===== src/hdl/sdik_fifo.sv =====
// Small register queue that carries wheel records from the front part to the
// back part. Depends on nothing outside itself.
module sdik_fifo #(
   parameter int WIDTH = 8,
   parameter int DEPTH = 4
) (
   input  logic             clock,
   input  logic             reset,
   input  logic             push,
   input  logic [WIDTH-1:0] push_data,
   output logic             full,
   input  logic             pop,
   output logic [WIDTH-1:0] pop_data,
   output logic             empty
);

   localparam int PTR_W = (DEPTH > 1) ? $clog2(DEPTH) : 1;

   logic [WIDTH-1:0] mem_ff [DEPTH];
   logic [PTR_W-1:0] wr_ptr_ff, wr_ptr_in;
   logic [PTR_W-1:0] rd_ptr_ff, rd_ptr_in;
   logic [PTR_W:0]   count_ff, count_in;
   logic             do_push, do_pop;

   assign full = (count_ff == (PTR_W+1)'(DEPTH));
   assign empty = (count_ff == '0);
   assign pop_data = mem_ff[rd_ptr_ff];
   assign do_push = push && !full;
   assign do_pop = pop && !empty;

   always_comb begin
      wr_ptr_in = wr_ptr_ff;
      rd_ptr_in = rd_ptr_ff;
      count_in = count_ff;
      if (do_push) begin
         wr_ptr_in = (wr_ptr_ff == PTR_W'(DEPTH-1)) ? '0 : wr_ptr_ff + 1'b1;
      end
      if (do_pop) begin
         rd_ptr_in = (rd_ptr_ff == PTR_W'(DEPTH-1)) ? '0 : rd_ptr_ff + 1'b1;
      end
      if (do_push && !do_pop) begin
         count_in = count_ff + 1'b1;
      end else if (do_pop && !do_push) begin
         count_in = count_ff - 1'b1;
      end
   end

   always_ff @(posedge clock) begin
      if (reset) begin
         wr_ptr_ff <= '0;
         rd_ptr_ff <= '0;
         count_ff <= '0;
      end else begin
         wr_ptr_ff <= wr_ptr_in;
         rd_ptr_ff <= rd_ptr_in;
         count_ff <= count_in;
      end
   end

   always_ff @(posedge clock) begin
      if (do_push) begin
         mem_ff[wr_ptr_ff] <= push_data;
      end
   end

endmodule


===== config.mk =====
export PLATFORM = sky130hd
export DESIGN_NAME = sdik_fifo
export DESIGN_NICKNAME = d
export VERILOG_FILES = /design/src/hdl/sdik_fifo.sv
export SDC_FILE = /design/constraint.sdc
export NUM_CORES = 1
export LEC_CHECK = 0
export BUFFER_PORTS_ARGS = -buffer_cell sky130_fd_sc_hd__buf_2
export CORE_ASPECT_RATIO = 0.6
export CORE_MARGIN = 10
export CORE_UTILIZATION = 35
export CTS_BUF_LIST = sky130_fd_sc_hd__clkbuf_16
export DETAILED_ROUTE_END_ITERATION = 8
export PLACE_DENSITY = 0.52
export SYNTH_ARGS = -nofsm -noshare
export SYNTH_HDL_FRONTEND = slang
export SYNTH_SLANG_ARGS = --single-unit

===== constraint.sdc =====
create_clock -name clock -period 3.2 [get_ports clock]
set_clock_uncertainty 0.15 [all_clocks]
set_input_delay 0.48 -clock clock [delete_from_list [all_inputs] [get_ports clock]]
set_output_delay 0.48 -clock clock [all_outputs]
set_load 0.01 [all_outputs]

## Yosys cells after proc, flatten, opt, wreduce, memory -nomap -nowiden

Memories as Yosys holds them, arrays and structs flattened. A register that Yosys moved wholly into a read port is not among the register bits.
Cells that the tools add are included.

- Register bits after elaboration: 7
- RAM bits: 32
- Bits of input ports: 12
- Output and inout port bits: 10
- Logic and storage cells: 29
- Memories kept: 1

- Add/subtract/negate cells: 4
- Equal/unequal tests: 3
- Muxes and demuxes: 8
- Reduce and logical (&&, ||, !) cells: 10

Memories:

| name | words | width | read ports | clocked after memory_dff | wr ports | line | source |
|---|---|---|---|---|---|---|---|
| mem_ff | 4 | 8 | 1 | 1 | 1 | 19 | `logic [WIDTH-1:0] mem_ff [DEPTH];` |

Operators by type and width:

| operator | count |
|---|---|
| 2-bit 2-to-1 mux | 4 |
| 3-bit 2-to-1 mux | 2 |
| 2-bit by 1-bit adder with 2-bit output (second input constant) | 2 |
| 2-bit == test (second input constant) | 2 |
| 1-bit logical AND | 4 |
| 1-bit zero test | 4 |
| 3-bit by 1-bit adder with 3-bit output (second input constant) | 1 |
| 3-bit == test (second input constant) | 1 |
| 3-bit zero test | 1 |
| 3-bit by 1-bit subtractor with 3-bit output (second input constant) | 1 |
| 1-bit 2-to-1 mux | 2 |
| 2-bit nonzero test | 1 |

## Depth between registers and ports, before layout

Gate-level depths: netlist (run 1).

- Depth in word-level cells: 7
- Depth in mapped cells: 10

## Worst setup path before layout (run 1)

OpenSTA, ideal clock, no wires.

- Path kind: reg2reg
- Start point: register count_ff[0]
- End point: register count_ff[2]
- Data arrival time: 2.103 ns
- Data required time: 2.980 ns
- Setup slack: 0.876 ns
- Cell stages (with the launch flop): 11
- Buffers on the path: 1
- Path through: dfxtp_1 > or3b_1 > buf_6 > clkinv_4 > nor2_2 > ha_1 > inv_1 > fa_1 > xor2_1 > or3_2 > a21oi_1

- Cells in the longest elaborated chain, start to end: 6

RTL lines:

| what | line | source |
|---|---|---|
| from (decl) | 22 | `logic [PTR_W:0] count_ff, count_in;` |
| from (signal assigned) | 56 | `count_ff <= count_in;` |
| 3-bit == test (*) | 25 | `assign full = (count_ff == (PTR_W+1)'(DEPTH));` |
| via full | 11 | `output logic full,` |
| 1-bit zero test (*) | 28 | `assign do_push = push && !full;` |
| 1-bit logical AND (*) | 28 |  |
| via do_push | 23 | `logic do_push, do_pop;` |
| 1-bit zero test | 43 | `end else if (do_pop && !do_push) begin` |
| 1-bit logical AND | 43 |  |
| 2-bit nonzero test (no line) | - |  |

Mark *: on every way through the listed nets, which the timed path passes. The rest lies on a longest branch. The select of a mux whose other input is x is not followed.
A chain may end at the register's enable or synchronous reset.

## Final worst setup path (run 1)

- Start point: register count_ff[0]
- End point: register count_ff[2]

- Cells in the longest elaborated chain, start to end: 6

RTL lines:

| what | line |
|---|---|
| 3-bit == test (*) | 25 |
| 1-bit zero test (*) | 28 |
| 1-bit logical AND (*) | 28 |
| via do_push | 23 |
| 1-bit zero test | 43 |
| 1-bit logical AND | 43 |
| 2-bit nonzero test (no line) | - |

Marks and branches as above.

==> results of run 1 <==
worst max path at each step:
stage / endpoint / slack (ps)
after floorplan: count_ff[2] / 880
after global placement: count_ff[2] / 760
after detailed placement: count_ff[2] / 660
after CTS: count_ff[2] / 660
after global routing: count_ff[2] / 500
final: count_ff[2] / 660
cells in the final DEF, fill, tap and decap left out, types with 2 or more instances in the layout:
cell type	n
mux2i_1	2
nor3_1	2
nor2_1	3
buf_2	21
inv_1	4
and3_2	4
nand3_1	2
dfxtp_1	9
ha_1	6
mux4_2	8
a21oi_1	3
edfxtp_1	32
o31ai_2	2
clkbuf_16	5
clkinv_4	2
xor2_1	2
synthesized netlist by cell type, drive strengths merged:
cell type | count | area (um^2)
clkinv | 1 | 8.76
mux4 | 8 | 180
xor2 | 2 | 17.5
nor2 | 4 | 17.5
and3 | 4 | 30.0
ha | 6 | 75.1
o21ai | 2 | 10.0
nand3 | 2 | 10.0
o31ai | 2 | 25.0
dfxtp | 9 | 180
a21oi | 3 | 15.0
inv | 4 | 15.0
or3b | 1 | 8.76
buf | 3 | 20.0
clkbuf | 1 | 3.75
nor3 | 2 | 10.0
or3 | 2 | 13.8
edfxtp | 32 | 961
fa | 1 | 20.0
nand2 | 1 | 3.75
mux2i | 2 | 20.0
metal layers:
metal  global-route usage (%)  vias up
met5                        0        -
met4                     3.06        0
li1                         -      405
met1                     9.47      427
met3                     2.56        2
met2                     13.2       19
power by group through the flow:
stage	clock network [mW]	logic (mW)	registers [mW]
after floorplan	0	0.270	0.690
after global placement	0	0.336	0.726
after detailed placement	0	0.342	0.732
after CTS	0.480	0.344	0.721
after global routing	0.499	0.377	0.733
final	0.468	0.333	0.718
metrics by stage:
stage,power [mW],utilization (%)
2_1_floorplan,0.960,-
3_3_place_gp,1.06,39.6
3_5_place_dp,1.07,39.6
4_1_cts,1.54,42.7
5_1_grt,1.61,42.7
6_report,1.52,42.7
worst reg2reg max path: cells and delay by family (launching register included):
| family | cells | cell delay [ps] |
|---|---|---|
| adder cells (fa/ha/maj) | 2 | 570 |
| flip-flops | 1 | 450 |
| AND/OR/NAND/NOR | 3 | 850 |
| AO/OA/AOI/OAI | 1 | 150 |
| XOR/XNOR | 1 | 160 |
| buffers and inverters | 2 | 150 |
cells by family after synthesis:
group | synth area share, %
AOI/OAI and AO/OA | 3.04
xor gates and xnor gates | 1.06
adders and majority gates | 5.78
buffers and inverters | 2.89
DFF | 69.4
muxes | 12.2
and+or+nand+nor | 5.70
flip-flops by register name, indices dropped and copies added (netlist names), named ones only:
| register | cells |
|---|---|
| mem_ff | 32 |
| rd_ptr_ff | 2 |
| wr_ptr_ff | 2 |
| count_ff | 3 |
cell type report:
type                    count  area (um^2)
multi-input cells          42          457
fillers                   425         2620
clock buffers               5          125
repair buffers             21          105
well taps                  63         78.8
clock inverters             3         17.5
inverters                   5         23.8
flip-flops and latches     41         1140
==> results by group, run 1 <==
Run status
  • Status: finished clean

Finish
  • Nets: 135
  • Finished Cell Area: between 1500 and 2000 um^2
  • Layout area overhead: 18.4%
  • Number of diodes: 0
  • Share of layout cells above drive strength 1: between 30% and 40%
  • Finished Layout Cells: between 150 and 200

Placement
  • Pre-CTS WS: roughly 660 ps
  • Hpwl dp: ~2.1 mm
  • GP Congestion: about 0.81
  • Placed cell count: 172
  • Post-DP Area: roughly 1800 um^2
  • IO Port Bufs: 21

Worst setup path
  • Critical Path Source Type: register
  • Count of buffer and inverter cells on the critical path: 2
  • Worst R2R Setup Slack: approximately 660 ps
  • Slowest-stage cell, CP: dfxtp_1
  • CP top delay family: simple AND/OR/NAND/NOR gates
  • Slowest stage delay, CP: between 400 and 500 ps
  • WP data required: 3260 ps
  • Worst R2R Path Depth: 9
  • Critical Path AT: between 2000 and 3000 ps
  • Crit path launch: count_ff[0]
  • Worst r2r src: count_ff[0]
  • WS Path Type: reg2reg
  • Crit path max fanout: 7
  • Critical path capture point type: register
  • Critical Path Stages: 9
  • Worst-path cell chain: or3b_1 -> clkinv_4 -> nor2_2 -> ha_1 -> inv_1 -> fa_1 -> xor2_1 -> or3_2 -> a21oi_1
  • Worst R2R End: count_ff[2]

Run
  • Maximum Capacitance Violations: 0

Clock network
  • Clock tree buffer depth: 2
  • Clk slew on worst S/H paths: 60 ps
  • CTS tree: yes
  • Clock tree sinks: slightly above 40
  • Cts repair resizes: 0
  • Post-CTS setup buffers: 0
  • Root buf cell: clkbuf_16
  • CTS Buf Count: 5
  • Worst skew pair latency: about 270 ps
  • CTS Hold Buffers Added: 0
  • H-tree depth: 2

GRT
  • Number of global-route vias before repair: between 900 and 1000
  • Initial antenna violation count: 0
  • GRT Residual Overflow: 0
  • Largest net degree at the start of global routing: 14
  • First-pass GRT wire length: 4.83 mm
  • GRT Overall Usage: 7.96%

Floorplan
  • Die area: around 7900 um^2
  • Initial Utilization: between 30% and 40%
  • Core area: roughly 4600 um^2
  • Chip width: between 100 and 150 um
  • FP Rows: 19
  • Num ports: 22
  • Height of the die: 73.1 um

Yosys
  • Yosys cell types: 26
  • Sequential area share after synthesis: a little over two thirds
  • FF+latch count, synth: 41
  • Syn Nets: roughly 110
  • Mapped Cells: between 90 and 100
  • Synthesized cell area: 1650 um^2
  • Ys Warns: 0
  • Syn_area_per_cell: 17.9 um^2

Pwr
  • Leakage power: approximately 0.72 nW
  • VDD IR max: 406 uV
  • Sequential share of power: between 40% and 50%
  • Switching pwr: 0.410 mW
  • P_int: ~1.1 mW
  • Clock network power share: 30.8%
  • Power per cell area: slightly below 800 nW/um^2
  • Comb power frac: between 20% and 30%
  • Sw frac: between 20 and 30%

STA
  • Rel. slew slack: around three fifths
  • Worst Tran Pin Value: 596 ps
  • RSZ-0062 raised after global routing: false
  • Count of pins over their slew limit: 0
  • Final period util: a little under 80%
  • Worst hold slack: approximately 280 ps
  • Final setup margin: approximately 660 ps
  • Final Hold Violating Endpoints: 0
  • Setup TNS: 0 ps
  • Setup violators final: 0
  • Minimum clock period: between 2000 and 3000 ps
  • Fmax: 394 MHz

Worst hold path
  • Worst hold stages: 1
  • Hold path start: push_data[3]
  • Min-Delay Endpoint: mem_ff[2][3]
  • Hold Crit Class: in2reg

Route
  • Vias: 853
  • Met3 wire length: roughly 170 um
  • DR top layer: met4
  • WL met2: between 1 and 1.5 mm
  • DR DRC count: 0
  • DRT Pass-1 Iters: 4
  • WL final: approximately 2.9 mm
  • Post-route met1 wirelength: 1.27 mm
  • Final ANT Viol Nets: 0
  • Routed vias/inst: between 4 and 5
  • Drt initial violations: 28
  • Post-DR wirelength/cell: 16.1 um
No activity file was read; power rests on OpenSTA's default activity.
==> run 2: changes to the inputs <==
==> constraint.sdc (replaced) <==
create_clock -name clock -period 2.4 [get_ports clock]
set_clock_uncertainty 0.15 [all_clocks]
set_input_delay 0.36 -clock clock [delete_from_list [all_inputs] [get_ports clock]]
set_output_delay 0.36 -clock clock [all_outputs]
set_load 0.01 [all_outputs]
==> run 2 against run 1 <==
Via count rose by 1.2%; combinational power rose by 61%; count of clock-buffer cells in the layout did not move; largest cell class unchanged.
==> results by group, run 2 (synthesis results as in run 1) <==
Run status
  • Status: finished clean

Finish
  • Share of layout cells above drive strength 1: 45.5% (+7.0 points)
  • Layout area overhead: 23.2%
  • Biggest register: mem_ff
  • Finished Layout Cells: 184 (+2.2%)
  • Nets: 140 (+3.7%)
  • Number of diodes: 0 (unchanged)
  • Commonest non-fill, non-tap cells in the layout: edfxtp_1, buf_2, mux4_2
  • Top flop regs: mem_ff: 32 flops, count_ff: 3 flops
  • Max reg flops: 32 (unchanged)
  • Most common cell after layout, fill and taps aside: edfxtp_1

Route
  • Routed vias/inst: 4.69 (-1.0%)
  • DRT Pass-1 Iters: 2 (-2)
  • WL final: 3.01 mm (+4.0%)
  • Final ANT Viol Nets: 0 (unchanged)
  • Drt initial violations: 43 (+54%)
  • Vias: 863 (+1.2%)
  • DR DRC count: 0 (unchanged)
  • Post-DR wirelength/cell: 16.3 um (+1.8%)

Clock network
  • Root buf cell: clkbuf_16
  • CTS Hold Buffers Added: 0 (unchanged)
  • H-tree depth: 2 (unchanged)
  • CTS tree: yes
  • Clock tree buffer depth: 2 (unchanged)
  • Clock tree sinks: 41 (unchanged)
  • Clk slew on worst S/H paths: 60 ps (about the same)
  • Worst skew pair latency: 270 ps (about the same)
  • CTS Buf Count: 5 (unchanged)

Pwr
  • Switching pwr: 0.571 mW (+39%)
  • Sw frac: 26.0% (-1.0 points)
  • Power per cell area: 1080 nW/um^2 (+39%)
  • VDD IR max: 390 uV (-3.9%)
  • Sequential share of power: 42.5% (-4.8 points)
  • Clock network power share: 33.0% (+2.2 points)
  • Comb power frac: 24.4% (+2.5 points)
  • Leakage power: 0.753 nW (+5.0%)
  • P_int: 1.63 mW (+47%)

Worst setup path
  • Crit path max fanout: 5 (-2)
  • Critical path capture point type: register
  • Worst R2R Path Depth: 9 (unchanged)
  • Worst r2r src: count_ff[2]
  • Crit path to: count_ff[2]
  • WS Path Type: reg2reg
  • WP data required: 2450 ps (-810 ps)
  • Worst R2R Setup Slack: 160 ps (-510 ps)
  • Crit path launch: count_ff[2]
  • Critical Path AT: 2300 ps (-290 ps)
  • Worst R2R End: count_ff[2]
  • Critical Path Source Type: register

GRT
  • GRT Residual Overflow: 0 (unchanged)
  • Largest net degree at the start of global routing: 13 (-1)
  • Initial antenna violation count: 0 (unchanged)
  • GRT Overall Usage: 8.03% (+0.069 points)
  • Number of global-route vias before repair: 937 (+0.43%)
  • First-pass GRT wire length: 4.77 mm (-1.3%)

STA
  • Fmax: 446 MHz (+13%)
  • Setup violators final: 0 (unchanged)
  • Worst hold slack: 152 ps (-126 ps)
  • Rel. slew slack: 72.2% (+12 points)
  • Final setup margin: 156 ps (-507 ps)
  • RSZ-0062 raised after global routing: false
  • Final period util: 93.5% (+14 points)
  • Count of pins over their slew limit: 0 (unchanged)
  • Worst Tran Pin Value: 417 ps (-178 ps)
  • Final Hold Violating Endpoints: 0 (unchanged)
  • Setup TNS: 0 ps (unchanged)
  • Minimum clock period: 2240 ps (-293 ps)

Placement
  • GP Congestion: 0.711 (-12%)
  • Hpwl dp: 2.11 mm (-1.4%)
  • IO Port Bufs: 21 (unchanged)
  • Placed cell count: 177 (+2.9%)
  • Pre-CTS WS: 69.6 ps (-587 ps)

Floorplan
  • Die area: 7930 um^2 (unchanged)
  • Initial Utilization: 36.0% (unchanged)
  • Core area: 4560 um^2 (unchanged)
  • Chip width: 109 um (unchanged)
  • FP Rows: 19 (unchanged)
  • Num ports: 22 (unchanged)
  • Height of the die: 73.1 um (unchanged)

Worst hold path
  • Hold Crit Class: in2reg

Run
  • Maximum Capacitance Violations: 0 (unchanged)
run 2: area by class of cell:
type / count / area [um^2]
fillers: 420 / 2540
flip-flops and latches: 41 / 1140
multi-input cells: 42 / 478
repair buffers: 26 / 143
clock buffers: 5 / 125
well taps: 63 / 78.8
clock inverters: 2 / 35.0
inverters: 5 / 23.8
run 2: power groups by stage:
stage,clock [mW],sequential (mW),combinational [mW]
2_1_floorplan,0,0.920,0.360
3_3_place_gp,0,0.931,0.525
3_5_place_dp,0,0.938,0.527
4_1_cts,0.735,0.924,0.531
5_1_grt,0.780,0.945,0.606
6_report,0.726,0.935,0.537
run 2: how the worst min path moves through the flow:
stage                 startpoint      endpoint  cells past startpoint
global route        push_data[2]  mem_ff[3][2]                      1
CTS                 push_data[0]  mem_ff[3][0]                      1
finish              push_data[2]  mem_ff[3][2]                      1
detailed placement  rd_ptr_ff[0]      register                      2
global placement    rd_ptr_ff[0]  rd_ptr_ff[0]                      2
floorplan           push_data[0]  mem_ff[0][0]                      0
run 2: layer usage:
layer | part of all wire (%) | up-vias | global-route usage (%)
met3 | 4.5 | 4 | 3.44
met2 | 50 | 17 | 12.5
li1 | - | 407 | -
met1 | 44 | 435 | 9.72
met4 | 1.5 | 0 | 3.06
met5 | 0 | - | 0
run 2: stage by stage:
stage          instance area (um^2)  power [mW]  utilization (%)
4_1_cts                        2000        2.19             43.9
2_1_floorplan                  1650        1.28                -
3_3_place_gp                   1840        1.46             40.4
5_1_grt                        2030        2.33             44.4
3_5_place_dp                   1840        1.46             40.4
6_report                       2030        2.20             44.4
run 2: worst max-delay path, stage by stage, from the launching register on:
cell and delay (ps):
dfxtp_2 350, or3b_4 260, clkinv_4 60, nor2_4 90, ha_2 190, inv_1 50
fa_2 330, xor2_1 150, or3_2 400, a21oi_1 140
run 2: what timing repair did:
action                                  CTS  global route
resized for setup                         0             7
buffers inserted                          0             0
endpoints found under the setup margin    0             1
