### src/hdl/sdik_pkg.sv
// Package for the swerve drive inverse kinematics block: shared widths,
// register indexes, the wheel transfer record and the CORDIC angle table.
// Depends on nothing; every other file of the block but sdik_fifo uses it.
package sdik_pkg;

   localparam int WHEELS = 4;
   localparam int WHEEL_W = 2;
   localparam int GEO_W = 48;
   localparam int CMD_W = 16;
   localparam int LIMIT_W = 16;
   localparam int SPEED_W = 17;
   localparam int ANGLE_W = 14;
   localparam int CSR_INDEX_W = 3;
   localparam int QUEUE_DEPTH_DEFAULT = 4;
   localparam int CORDIC_STEPS_DEFAULT = 16;
   localparam int ATAN_ENTRIES = 24;

   localparam logic signed [22:0] HALF_PI_Q20 = 23'sd1647099;
   localparam logic signed [15:0] ANGLE_LIMIT = 16'sd6434;

   localparam logic [GEO_W-1:0] GEOMETRY_A_RESET = 48'd7151241332531;
   localparam logic [GEO_W-1:0] GEOMETRY_B_RESET = 48'd7151241394381;
   localparam logic [GEO_W-1:0] GEOMETRY_C_RESET = 48'd7155294795981;
   localparam logic [GEO_W-1:0] GEOMETRY_D_RESET = 48'd7155294734131;
   localparam logic [LIMIT_W-1:0] MAX_SPEED_RESET = 16'd1289;

   typedef enum logic [CSR_INDEX_W-1:0] {
      CSR_GEOMETRY_A = 3'd0,
      CSR_GEOMETRY_B = 3'd1,
      CSR_GEOMETRY_C = 3'd2,
      CSR_GEOMETRY_D = 3'd3,
      CSR_MAX_SPEED  = 3'd4
   } csr_index_type;

   typedef logic [WHEELS-1:0][GEO_W-1:0] geometry_type;

   // One wheel's contact velocity, already folded so that cx is not negative.
   typedef struct packed {
      logic [WHEEL_W-1:0] wheel;
      logic               neg;
      logic [30:0]        cx;
      logic signed [31:0] cy;
   } wheel_item_type;

   function automatic logic [19:0] atan_q20(input logic [4:0] idx);
      logic [19:0] val;
      unique case (idx)
         5'd0:  val = 20'd823550;
         5'd1:  val = 20'd486170;
         5'd2:  val = 20'd256879;
         5'd3:  val = 20'd130396;
         5'd4:  val = 20'd65451;
         5'd5:  val = 20'd32757;
         5'd6:  val = 20'd16383;
         5'd7:  val = 20'd8192;
         5'd8:  val = 20'd4096;
         5'd9:  val = 20'd2048;
         5'd10: val = 20'd1024;
         5'd11: val = 20'd512;
         5'd12: val = 20'd256;
         5'd13: val = 20'd128;
         5'd14: val = 20'd64;
         5'd15: val = 20'd32;
         5'd16: val = 20'd16;
         5'd17: val = 20'd8;
         5'd18: val = 20'd4;
         5'd19: val = 20'd2;
         5'd20: val = 20'd1;
         default: val = 20'd0;
      endcase
      return val;
   endfunction

endpackage

### src/hdl/sdik_front.sv
// Front part: takes a command and forms the folded contact velocity of each
// wheel in turn, one wheel per cycle while the queue has room. Depends on sdik_pkg.
module sdik_front (
   input  logic                        clock,
   input  logic                        reset,
   input  logic                        req_push,
   output logic                        req_full,
   input  logic signed [15:0]          req_linear_x,
   input  logic signed [15:0]          req_linear_y,
   input  logic signed [15:0]          req_angular_z,
   input  sdik_pkg::geometry_type      geometry,
   output logic                        item_push,
   output sdik_pkg::wheel_item_type    item,
   input  logic                        queue_full
);

   logic                               busy_ff;
   logic [sdik_pkg::WHEEL_W-1:0]       wheel_ff;
   logic signed [15:0]                 vx_ff, vy_ff, wz_ff;
   logic                               s1_valid_ff;
   logic [sdik_pkg::WHEEL_W-1:0]       s1_wheel_ff;
   logic signed [15:0]                 s1_vx_ff, s1_vy_ff;
   logic signed [31:0]                 s1_prod_x_ff, s1_prod_y_ff;
   logic                               accept, s1_advance, issue;
   logic signed [15:0]                 px, py;
   logic signed [32:0]                 cx_sum, cy_sum;
   logic signed [31:0]                 cx_val, cy_val, cx_fold, cy_fold;
   logic                               neg;

   assign req_full = busy_ff;
   assign accept = req_push && !busy_ff;
   assign s1_advance = s1_valid_ff && !queue_full;
   assign issue = busy_ff && (!s1_valid_ff || s1_advance);
   assign px = signed'(geometry[wheel_ff][15:0]);
   assign py = signed'(geometry[wheel_ff][31:16]);

   always_comb begin
      cx_sum = (33'(s1_vx_ff) <<< 13) - 33'(s1_prod_y_ff);
      cy_sum = (33'(s1_vy_ff) <<< 13) + 33'(s1_prod_x_ff);
      cx_val = cx_sum[31:0];
      cy_val = cy_sum[31:0];
      neg = (cx_val < 0) || ((cx_val == 0) && (cy_val < 0));
      cx_fold = neg ? -cx_val : cx_val;
      cy_fold = neg ? -cy_val : cy_val;
   end

   assign item_push = s1_valid_ff;
   assign item.wheel = s1_wheel_ff;
   assign item.neg = neg;
   assign item.cx = cx_fold[30:0];
   assign item.cy = cy_fold;

   always_ff @(posedge clock) begin
      if (reset) begin
         busy_ff <= 1'b0;
         wheel_ff <= '0;
         s1_valid_ff <= 1'b0;
      end else begin
         if (accept) begin
            busy_ff <= 1'b1;
            wheel_ff <= '0;
         end else if (issue) begin
            wheel_ff <= wheel_ff + 1'b1;
            if (wheel_ff == sdik_pkg::WHEEL_W'(sdik_pkg::WHEELS-1)) begin
               busy_ff <= 1'b0;
            end
         end
         if (issue) begin
            s1_valid_ff <= 1'b1;
         end else if (s1_advance) begin
            s1_valid_ff <= 1'b0;
         end
      end
   end

   always_ff @(posedge clock) begin
      if (accept) begin
         vx_ff <= req_linear_x;
         vy_ff <= req_linear_y;
         wz_ff <= req_angular_z;
      end
      if (issue) begin
         s1_wheel_ff <= wheel_ff;
         s1_vx_ff <= vx_ff;
         s1_vy_ff <= vy_ff;
         s1_prod_x_ff <= px * wz_ff;
         s1_prod_y_ff <= py * wz_ff;
      end
   end

endmodule

### config.mk
export PLATFORM = sky130hd
export DESIGN_NAME = sdik_front
export DESIGN_NICKNAME = d
export VERILOG_FILES = /design/src/hdl/sdik_pkg.sv /design/src/hdl/sdik_front.sv
export SDC_FILE = /design/constraint.sdc
export NUM_CORES = 2
export LEC_CHECK = 0
export ABC_CLOCK_PERIOD_IN_PS = 7890
export BUFFER_PORTS_ARGS = -buffer_cell sky130_fd_sc_hd__buf_4
export CAP_MARGIN = 40
export CORE_MARGIN = 2
export CORE_UTILIZATION = 40
export DETAILED_ROUTE_END_ITERATION = 8
export HOLD_SLACK_MARGIN = 0.12
export PLACE_DENSITY = 0.57
export SYNTH_ARGS = -nofsm -noshare
export SYNTH_HDL_FRONTEND = slang
export SYNTH_SLANG_ARGS = --single-unit
export TNS_END_PERCENT = 10
### constraint.sdc
create_clock -name clock -period 7.89 [get_ports clock]
set_clock_uncertainty 0.05 [all_clocks]
set_input_delay 0.3945 -clock clock [delete_from_list [all_inputs] [get_ports clock]]
set_output_delay 0.3945 -clock clock [all_outputs]
set_load 0.01 [all_outputs]
After elaboration in Yosys (flattened, before gate mapping)
Index checks and enable logic that the tools add are counted.
{ "totals": {"latchBits": 0, "ram_bits": 0, "in_bits": 244, "n_memories": 0, "romBits": 0, "out_inout_bits": 68, "wordCells": 46, "reg_bits": 150} }
{ "op_classes": {"shifts": 0, "mul": 2, "add_sub_neg": 5, "eq_ne": 1, "n_div": 0, "bitwise": 0, "reduce_logical": 15, "n_lt_le_gt_ge": 3, "mux": 9} }
{ "op_table": {"columns": ["op", "n"], "rows": [
  ["binary-select mux 48 bit (select 2 bit)", 1],
  ["< comparator 32 x 1 -> 1 bit (second input constant)", 2],
  ["multiplier 16 x 16 -> 32 bit", 2],
  ["two-way mux 32 bit", 2],
  ["adder 29 x 32 -> 32 bit", 1],
  ["logical NOT 32 bit", 1],
  ["negation 32 bit", 1],
  ["subtractor 29 x 32 -> 32 bit", 1],
  ["two-way mux 31 bit", 1],
  ["negation 31 bit", 1],
  ["nonzero test 2 bit", 3],
  ["two-way mux 1 bit", 5],
  ["logical AND 1 bit", 4],
  ["logical NOT 1 bit", 3],
  ["< comparator 2 x 3 -> 1 bit (second input constant)", 1],
  ["adder 2 x 1 -> 2 bit (second input constant)", 1],
  ["== test 2 bit (second input constant)", 1],
  ["logical OR 1 bit", 2],
  ["AND reduction 2 bit", 1],
  ["OR reduction 2 bit", 1]
]} }

Longest topological paths before layout
{ "logic_depth": {"ltp_word": 6, "ltp_mapped": 29} }

Worst setup path after synthesis
Ideal clock, no wire load.
{ "synth_timing": {"path_kind": "reg-to-reg", "startpoint": "reg wheel_ff[0] (netlist bit)", "endpoint": "reg s1_prod_x_ff[23] (data pin)", "path_stages_with_launch": 27, "required_ns": 7.581, "path_buffers": 3, "synth_period_minus_slack_ns": 7.484, "slack_ns": 0.406, "t_arrival_ns": 7.175, "cell_sequence": "dfxtp_1 -> clkbuf_1 -> buf_1 -> mux4_2 -> clkbuf_1 -> and2_1 -> fa_1 -> fa_1 -> ha_1 -> inv_1 -> fa_1 -> inv_1 -> fa_1 -> inv_1 -> fa_1 -> inv_1 -> ha_1 -> or3_1 -> a21oi_1 -> o21ai_0 -> a2111oi_0 -> o311ai_0 -> a21oi_1 -> or2_2 -> nand2_1 -> a21oi_1 -> xnor2_1"} }
{ "synth_via": {"elab_chain_len": 3} }
{ "synth_rtl": {"columns": ["element", "line_no", "text"], "rows": [
  ["start, declared", "sdik_front.sv:18", "logic [sdik_pkg::WHEEL_W-1:0] wheel_ff;"],
  ["start signal, assigned", "sdik_front.sv:63", "wheel_ff <= wheel_ff + 1'b1;"],
  ["binary-select mux 48 bit (select 2 bit)", "sdik_front.sv:34", "assign px = signed'(geometry[wheel_ff][15:0]);"],
  ["two-way mux 32 bit", null, null],
  ["multiplier 16 x 16 -> 32 bit", "sdik_front.sv:86", "s1_prod_x_ff <= px * wz_ff;"],
  ["end signal, assigned", "sdik_front.sv:86", null],
  ["end, declared", "sdik_front.sv:23", "logic signed [31:0] s1_prod_x_ff, s1_prod_y_ff;"]
]} }
No other way between the ends. The select of a mux whose other input is x is not followed.
A chain may end at the register's enable or synchronous reset.

Final worst setup path
{ "layout_timing": {"startpoint": "reg wheel_ff[1] (netlist bit)", "endpoint": "reg s1_prod_x_ff[30] (data pin)"} }
Same word-level chain as after synthesis.

==> impl_results.html <==
<table>
<tr><th>Metric</th><th>Value</th></tr>
<tr><th colspan="2">Layout</th></tr>
<tr><td>Storage element area</td><td>0.00447 mm^2</td></tr>
<tr><td>Nets</td><td>4148</td></tr>
<tr><td>Count of fill cells added during filler insertion</td><td>6605</td></tr>
<tr><td>Top library cells by usage in the layout, fill and taps aside</td><td>622 x sky130_fd_sc_hd__inv_1, 524 x sky130_fd_sc_hd__fa_1, 305 x sky130_fd_sc_hd__nand2_1</td></tr>
<tr><td>Ratio of cells with drive above 1 in the final layout</td><td>12.3%</td></tr>
<tr><td>Area of the multi-input gates</td><td>0.0213 mm^2</td></tr>
<tr><td>Leading cell type in the layout, fill and taps excluded</td><td>sky130_fd_sc_hd__inv_1</td></tr>
<tr><td>Synthesis-to-layout area growth</td><td>14.9%</td></tr>
<tr><th colspan="2">STA</th></tr>
<tr><td>Final critical-path share of the clock period</td><td>94.9%</td></tr>
<tr><td>Endpoints failing hold</td><td>0</td></tr>
<tr><td>RSZ-0062 raised after global routing</td><td>false</td></tr>
<tr><td>Worst-case headroom to the max-slew limit</td><td>41.0%</td></tr>
<tr><td>Highest Clock Rate</td><td>0.133 GHz</td></tr>
<tr><td>Max-slew violations</td><td>0</td></tr>
<tr><td>Transition at the pin with the smallest max-transition slack</td><td>876 ps</td></tr>
<tr><td>Final period demand of the worst path</td><td>7490 ps</td></tr>
<tr><td>Final setup fails</td><td>0</td></tr>
<tr><td>Setup TNS</td><td>0 ps</td></tr>
<tr><th colspan="2">Synth</th></tr>
<tr><td>Post-Syn Area per Cell</td><td>9.78 um^2</td></tr>
<tr><td>Fraction of the yosys area taken by sequential cells</td><td>15.7%</td></tr>
<tr><td>Yosys synthesis warning count</td><td>0</td></tr>
<tr><td>Register bit count reported by yosys</td><td>150</td></tr>
<tr><td>Dominant cell type by area after synthesis</td><td>sky130_fd_sc_hd__fa_1</td></tr>
<tr><td>Synth top area share</td><td>36.9%</td></tr>
<tr><td>Biggest area contributors in the synthesized netlist</td><td>sky130_fd_sc_hd__fa_1 37%, sky130_fd_sc_hd__edfxtp_1 15%, sky130_fd_sc_hd__ha_1 8.9%</td></tr>
<tr><td>Number of enable flip-flop cells after synthesis</td><td>146</td></tr>
<tr><td>Dominant synthesized flop cell</td><td>sky130_fd_sc_hd__edfxtp_1</td></tr>
<tr><td>Ys async rst share</td><td>0%</td></tr>
<tr><td>Count of mapped cells out of synthesis</td><td>2914</td></tr>
<tr><td>Cell Area, Synth</td><td>0.0285 mm^2</td></tr>
<tr><td>Syn_nets</td><td>3886</td></tr>
<tr><td>Number of distinct library cells after synthesis</td><td>70</td></tr>
<tr><th colspan="2">GRT</th></tr>
<tr><td>Global-route usage over all layers</td><td>19.4%</td></tr>
<tr><td>Vias in the first global route</td><td>22500</td></tr>
<tr><td>First-pass GRT wire length</td><td>113 mm</td></tr>
<tr><td>Number of antenna violations at the first check in global routing</td><td>3</td></tr>
<tr><td>Overall overflow remaining after global route</td><td>0</td></tr>
<tr><td>Largest net degree at the start of global routing</td><td>52</td></tr>
<tr><th colspan="2">Worst hold path</th></tr>
<tr><td>Hold Crit Start</td><td>vx_ff[8]$_DFFE_PP_</td></tr>
<tr><td>Class of the tightest hold or removal check</td><td>register to register</td></tr>
<tr><th colspan="2">Critical path</th></tr>
<tr><td>Worst Setup SP</td><td>wheel_ff[1]$_SDFFE_PP0P_</td></tr>
<tr><td>Required time at the worst-slack endpoint</td><td>8050 ps</td></tr>
<tr><td>Total buffers and inverters traversed by the critical path</td><td>7</td></tr>
<tr><td>Reg2Reg Launch Point</td><td>wheel_ff[1]$_SDFFE_PP0P_</td></tr>
<tr><td>CP max stage delay</td><td>570 ps</td></tr>
<tr><td>Cell chain of the critical path</td><td>buf_12, buf_4, mux4_2, nand2_1, inv_1, fa_1, inv_1, fa_1, inv_1, fa_1, inv_1, fa_1, fa_1, fa_1, inv_1, ha_1, or4_1, o21a_1, o31ai_1, a2bb2oi_1, o21ai_0, xor2_1</td></tr>
<tr><td>Critical Path Start Type</td><td>register</td></tr>
<tr><td>Max FO, Critical Path</td><td>22</td></tr>
<tr><td>CP most frequent cell</td><td>sky130_fd_sc_hd__fa_1</td></tr>
<tr><td>Data arrival at the endpoint of the critical path</td><td>7650 ps</td></tr>
<tr><td>Kind of cell adding the most delay to the critical path</td><td>adder cells</td></tr>
<tr><td>Kind of end point of the critical path</td><td>register</td></tr>
<tr><td>Critical path's slowest cell</td><td>sky130_fd_sc_hd__dfxtp_2</td></tr>
<tr><td>Startpoint-to-endpoint class of the critical path</td><td>register to register</td></tr>
<tr><th colspan="2">Status</th></tr>
<tr><td>Outcome</td><td>finished clean</td></tr>
<tr><th colspan="2">Run</th></tr>
<tr><td>Max cap viols</td><td>0</td></tr>
<tr><th colspan="2">Place</th></tr>
<tr><td>Count of input and output buffers</td><td>247</td></tr>
<tr><td>Dpl hpwl</td><td>56.4 mm</td></tr>
<tr><td>RD Place Congestion</td><td>0.861</td></tr>
<tr><th colspan="2">Floorplan</th></tr>
<tr><td>Initial core utilization</td><td>40.6%</td></tr>
<tr><td>Die Height</td><td>271 um</td></tr>
<tr><td>Area of the core</td><td>0.0703 mm^2</td></tr>
<tr><td>Die area</td><td>0.0734 mm^2</td></tr>
<tr><td>Number of ports placed on the die boundary</td><td>312</td></tr>
<tr><td>Number of rows created at floorplan</td><td>97</td></tr>
<tr><td>Die X-Extent</td><td>271 um</td></tr>
<tr><th colspan="2">Clock network</th></tr>
<tr><td>Clock tree from TritonCTS</td><td>done</td></tr>
<tr><td>Root Driver</td><td>sky130_fd_sc_hd__clkbuf_16</td></tr>
<tr><td>Number of buffers added by the clock tree synthesis step</td><td>17</td></tr>
<tr><td>CTS Sinks</td><td>150</td></tr>
<tr><td>Total number of H-tree levels</td><td>4</td></tr>
<tr><td>Number of buffers on the longest clock path</td><td>2</td></tr>
<tr><td>Clock input transition at the sequential cells of the worst setup and hold paths</td><td>70 ps</td></tr>
<tr><td>Clk_lat worst skew</td><td>490 ps</td></tr>
<tr><th colspan="2">Routing</th></tr>
<tr><td>Overall routed net length</td><td>68.1 mm</td></tr>
<tr><td>Detailed-route via count</td><td>20800</td></tr>
<tr><td>Post-detailed-route wirelength per cell</td><td>16.5 um</td></tr>
<tr><td>DRT iter0 DRCs</td><td>1120</td></tr>
<tr><td>Post-route DRC</td><td>0</td></tr>
<tr><td>Initial DRT Pass Iterations</td><td>5</td></tr>
<tr><td>Via density</td><td>5.04</td></tr>
<tr><td>Antenna viol nets, final</td><td>0</td></tr>
</table>
-- state kept, by name, summed over array words and instances (netlist names) --
signal        cells
s1_prod_x_ff     32
vy_ff            16
vx_ff            16
wheel_ff          2
wz_ff            16
req_full          1
s1_wheel_ff       2
s1_vy_ff         16
s1_prod_y_ff     32
s1_vx_ff         16
item_push         1
-- cell usage after synthesis (4+ instances only) --
master,instances
sky130_fd_sc_hd__a2111oi_0,5
sky130_fd_sc_hd__a211oi_1,7
sky130_fd_sc_hd__a21boi_0,5
sky130_fd_sc_hd__a21o_1,34
sky130_fd_sc_hd__a21oi_1,80
sky130_fd_sc_hd__a311oi_1,5
sky130_fd_sc_hd__a31oi_1,7
sky130_fd_sc_hd__and2_1,253
sky130_fd_sc_hd__and3_1,10
sky130_fd_sc_hd__buf_2,4
sky130_fd_sc_hd__clkbuf_1,99
sky130_fd_sc_hd__dfxtp_1,4
sky130_fd_sc_hd__edfxtp_1,146
sky130_fd_sc_hd__fa_1,525
sky130_fd_sc_hd__ha_1,203
sky130_fd_sc_hd__inv_1,622
sky130_fd_sc_hd__mux4_2,32
sky130_fd_sc_hd__nand2_1,305
sky130_fd_sc_hd__nand2b_1,23
sky130_fd_sc_hd__nand3_1,29
sky130_fd_sc_hd__nand4_1,8
sky130_fd_sc_hd__nor2_1,85
sky130_fd_sc_hd__nor2b_1,9
sky130_fd_sc_hd__nor3_1,34
sky130_fd_sc_hd__nor4_1,14
sky130_fd_sc_hd__o211ai_1,5
sky130_fd_sc_hd__o21a_1,12
sky130_fd_sc_hd__o21ai_0,56
sky130_fd_sc_hd__o21bai_1,14
sky130_fd_sc_hd__o22ai_1,4
sky130_fd_sc_hd__o311ai_0,4
sky130_fd_sc_hd__o31ai_1,11
sky130_fd_sc_hd__o41ai_1,8
sky130_fd_sc_hd__or2_2,7
sky130_fd_sc_hd__or3_1,17
sky130_fd_sc_hd__xnor2_1,116
sky130_fd_sc_hd__xor2_1,54
-- cell type report --
class	instances	area share [%]
Multi-Input combinational cell	2029	65.0
Clock inverter	14	0.454
Antenna cell	1	0.00764
Inverter	623	7.14
Clock buffer	18	1.31
Sequential cell	150	13.6
Timing Repair Buffer	355	8.91
Tap cell	940	3.59
-- path summary, 6_finish.rpt --
path	endpoint	slack, ps	depth (start not counted)
min reg2reg	s1_vx_ff[8]$_DFFE_PP_	370	0
max	s1_prod_x_ff[30]$_DFFE_PP_	400	22
min	s1_vx_ff[8]$_DFFE_PP_	370	0
max reg2reg	s1_prod_x_ff[30]$_DFFE_PP_	400	22
-- metrics by stage --
step | setup slack (ps) | instance area (um^2) | hold slack [ps] | std cells | util (%)
floorplan | 406 | 28500 | 350 | 2914 | -
global placement | 381 | 31500 | 354 | 4038 | 44.8
finish | 399 | 32800 | 370 | 4130 | 46.6
detailed placement | 252 | 31600 | 355 | 4044 | 45.0
global route | 29.8 | 32800 | 373 | 4129 | 46.6
CTS | 197 | 32700 | 371 | 4127 | 46.6
-- cells by family (layout without fill, tap and decap cells) --
| family | Yosys count | after routing | share of synthesized area [%] |
|---|---|---|---|
| multiplexers | 35 | 35 | 2.64 |
| XOR/XNOR | 170 | 170 | 5.22 |
| buffers and inverters | 735 | 1010 | 9.81 |
| other | 0 | 1 | 0 |
| adder cells (fa/ha/maj) | 728 | 728 | 45.8 |
| AO/OA/AOI/OAI | 279 | 279 | 6.40 |
| AND/OR/NAND/NOR | 817 | 817 | 14.5 |
| flip-flops | 150 | 150 | 15.7 |
-- routing by layer --
| layer | routed length, um | GRT usage (%) |
|---|---|---|
| met4 | 932 | 4.45 |
| met1 | 30400 | 26.3 |
| met2 | 33700 | 33.1 |
| met5 | 0 | 0 |
| met3 | 3120 | 2.43 |
-- what timing repair did --
| action | CTS | global route |
|---|---|---|
| hold buffers | 51 | 0 |
| gates resized for setup | 0 | 3 |
| endpoints found under the hold margin | 52 | 0 |
| endpoints found under the setup margin | 0 | 4 |
| setup buffers | 0 | 2 |
Power is not shown: default switching activity piles up to over one toggle a cycle in this logic, so the estimate is an artifact.
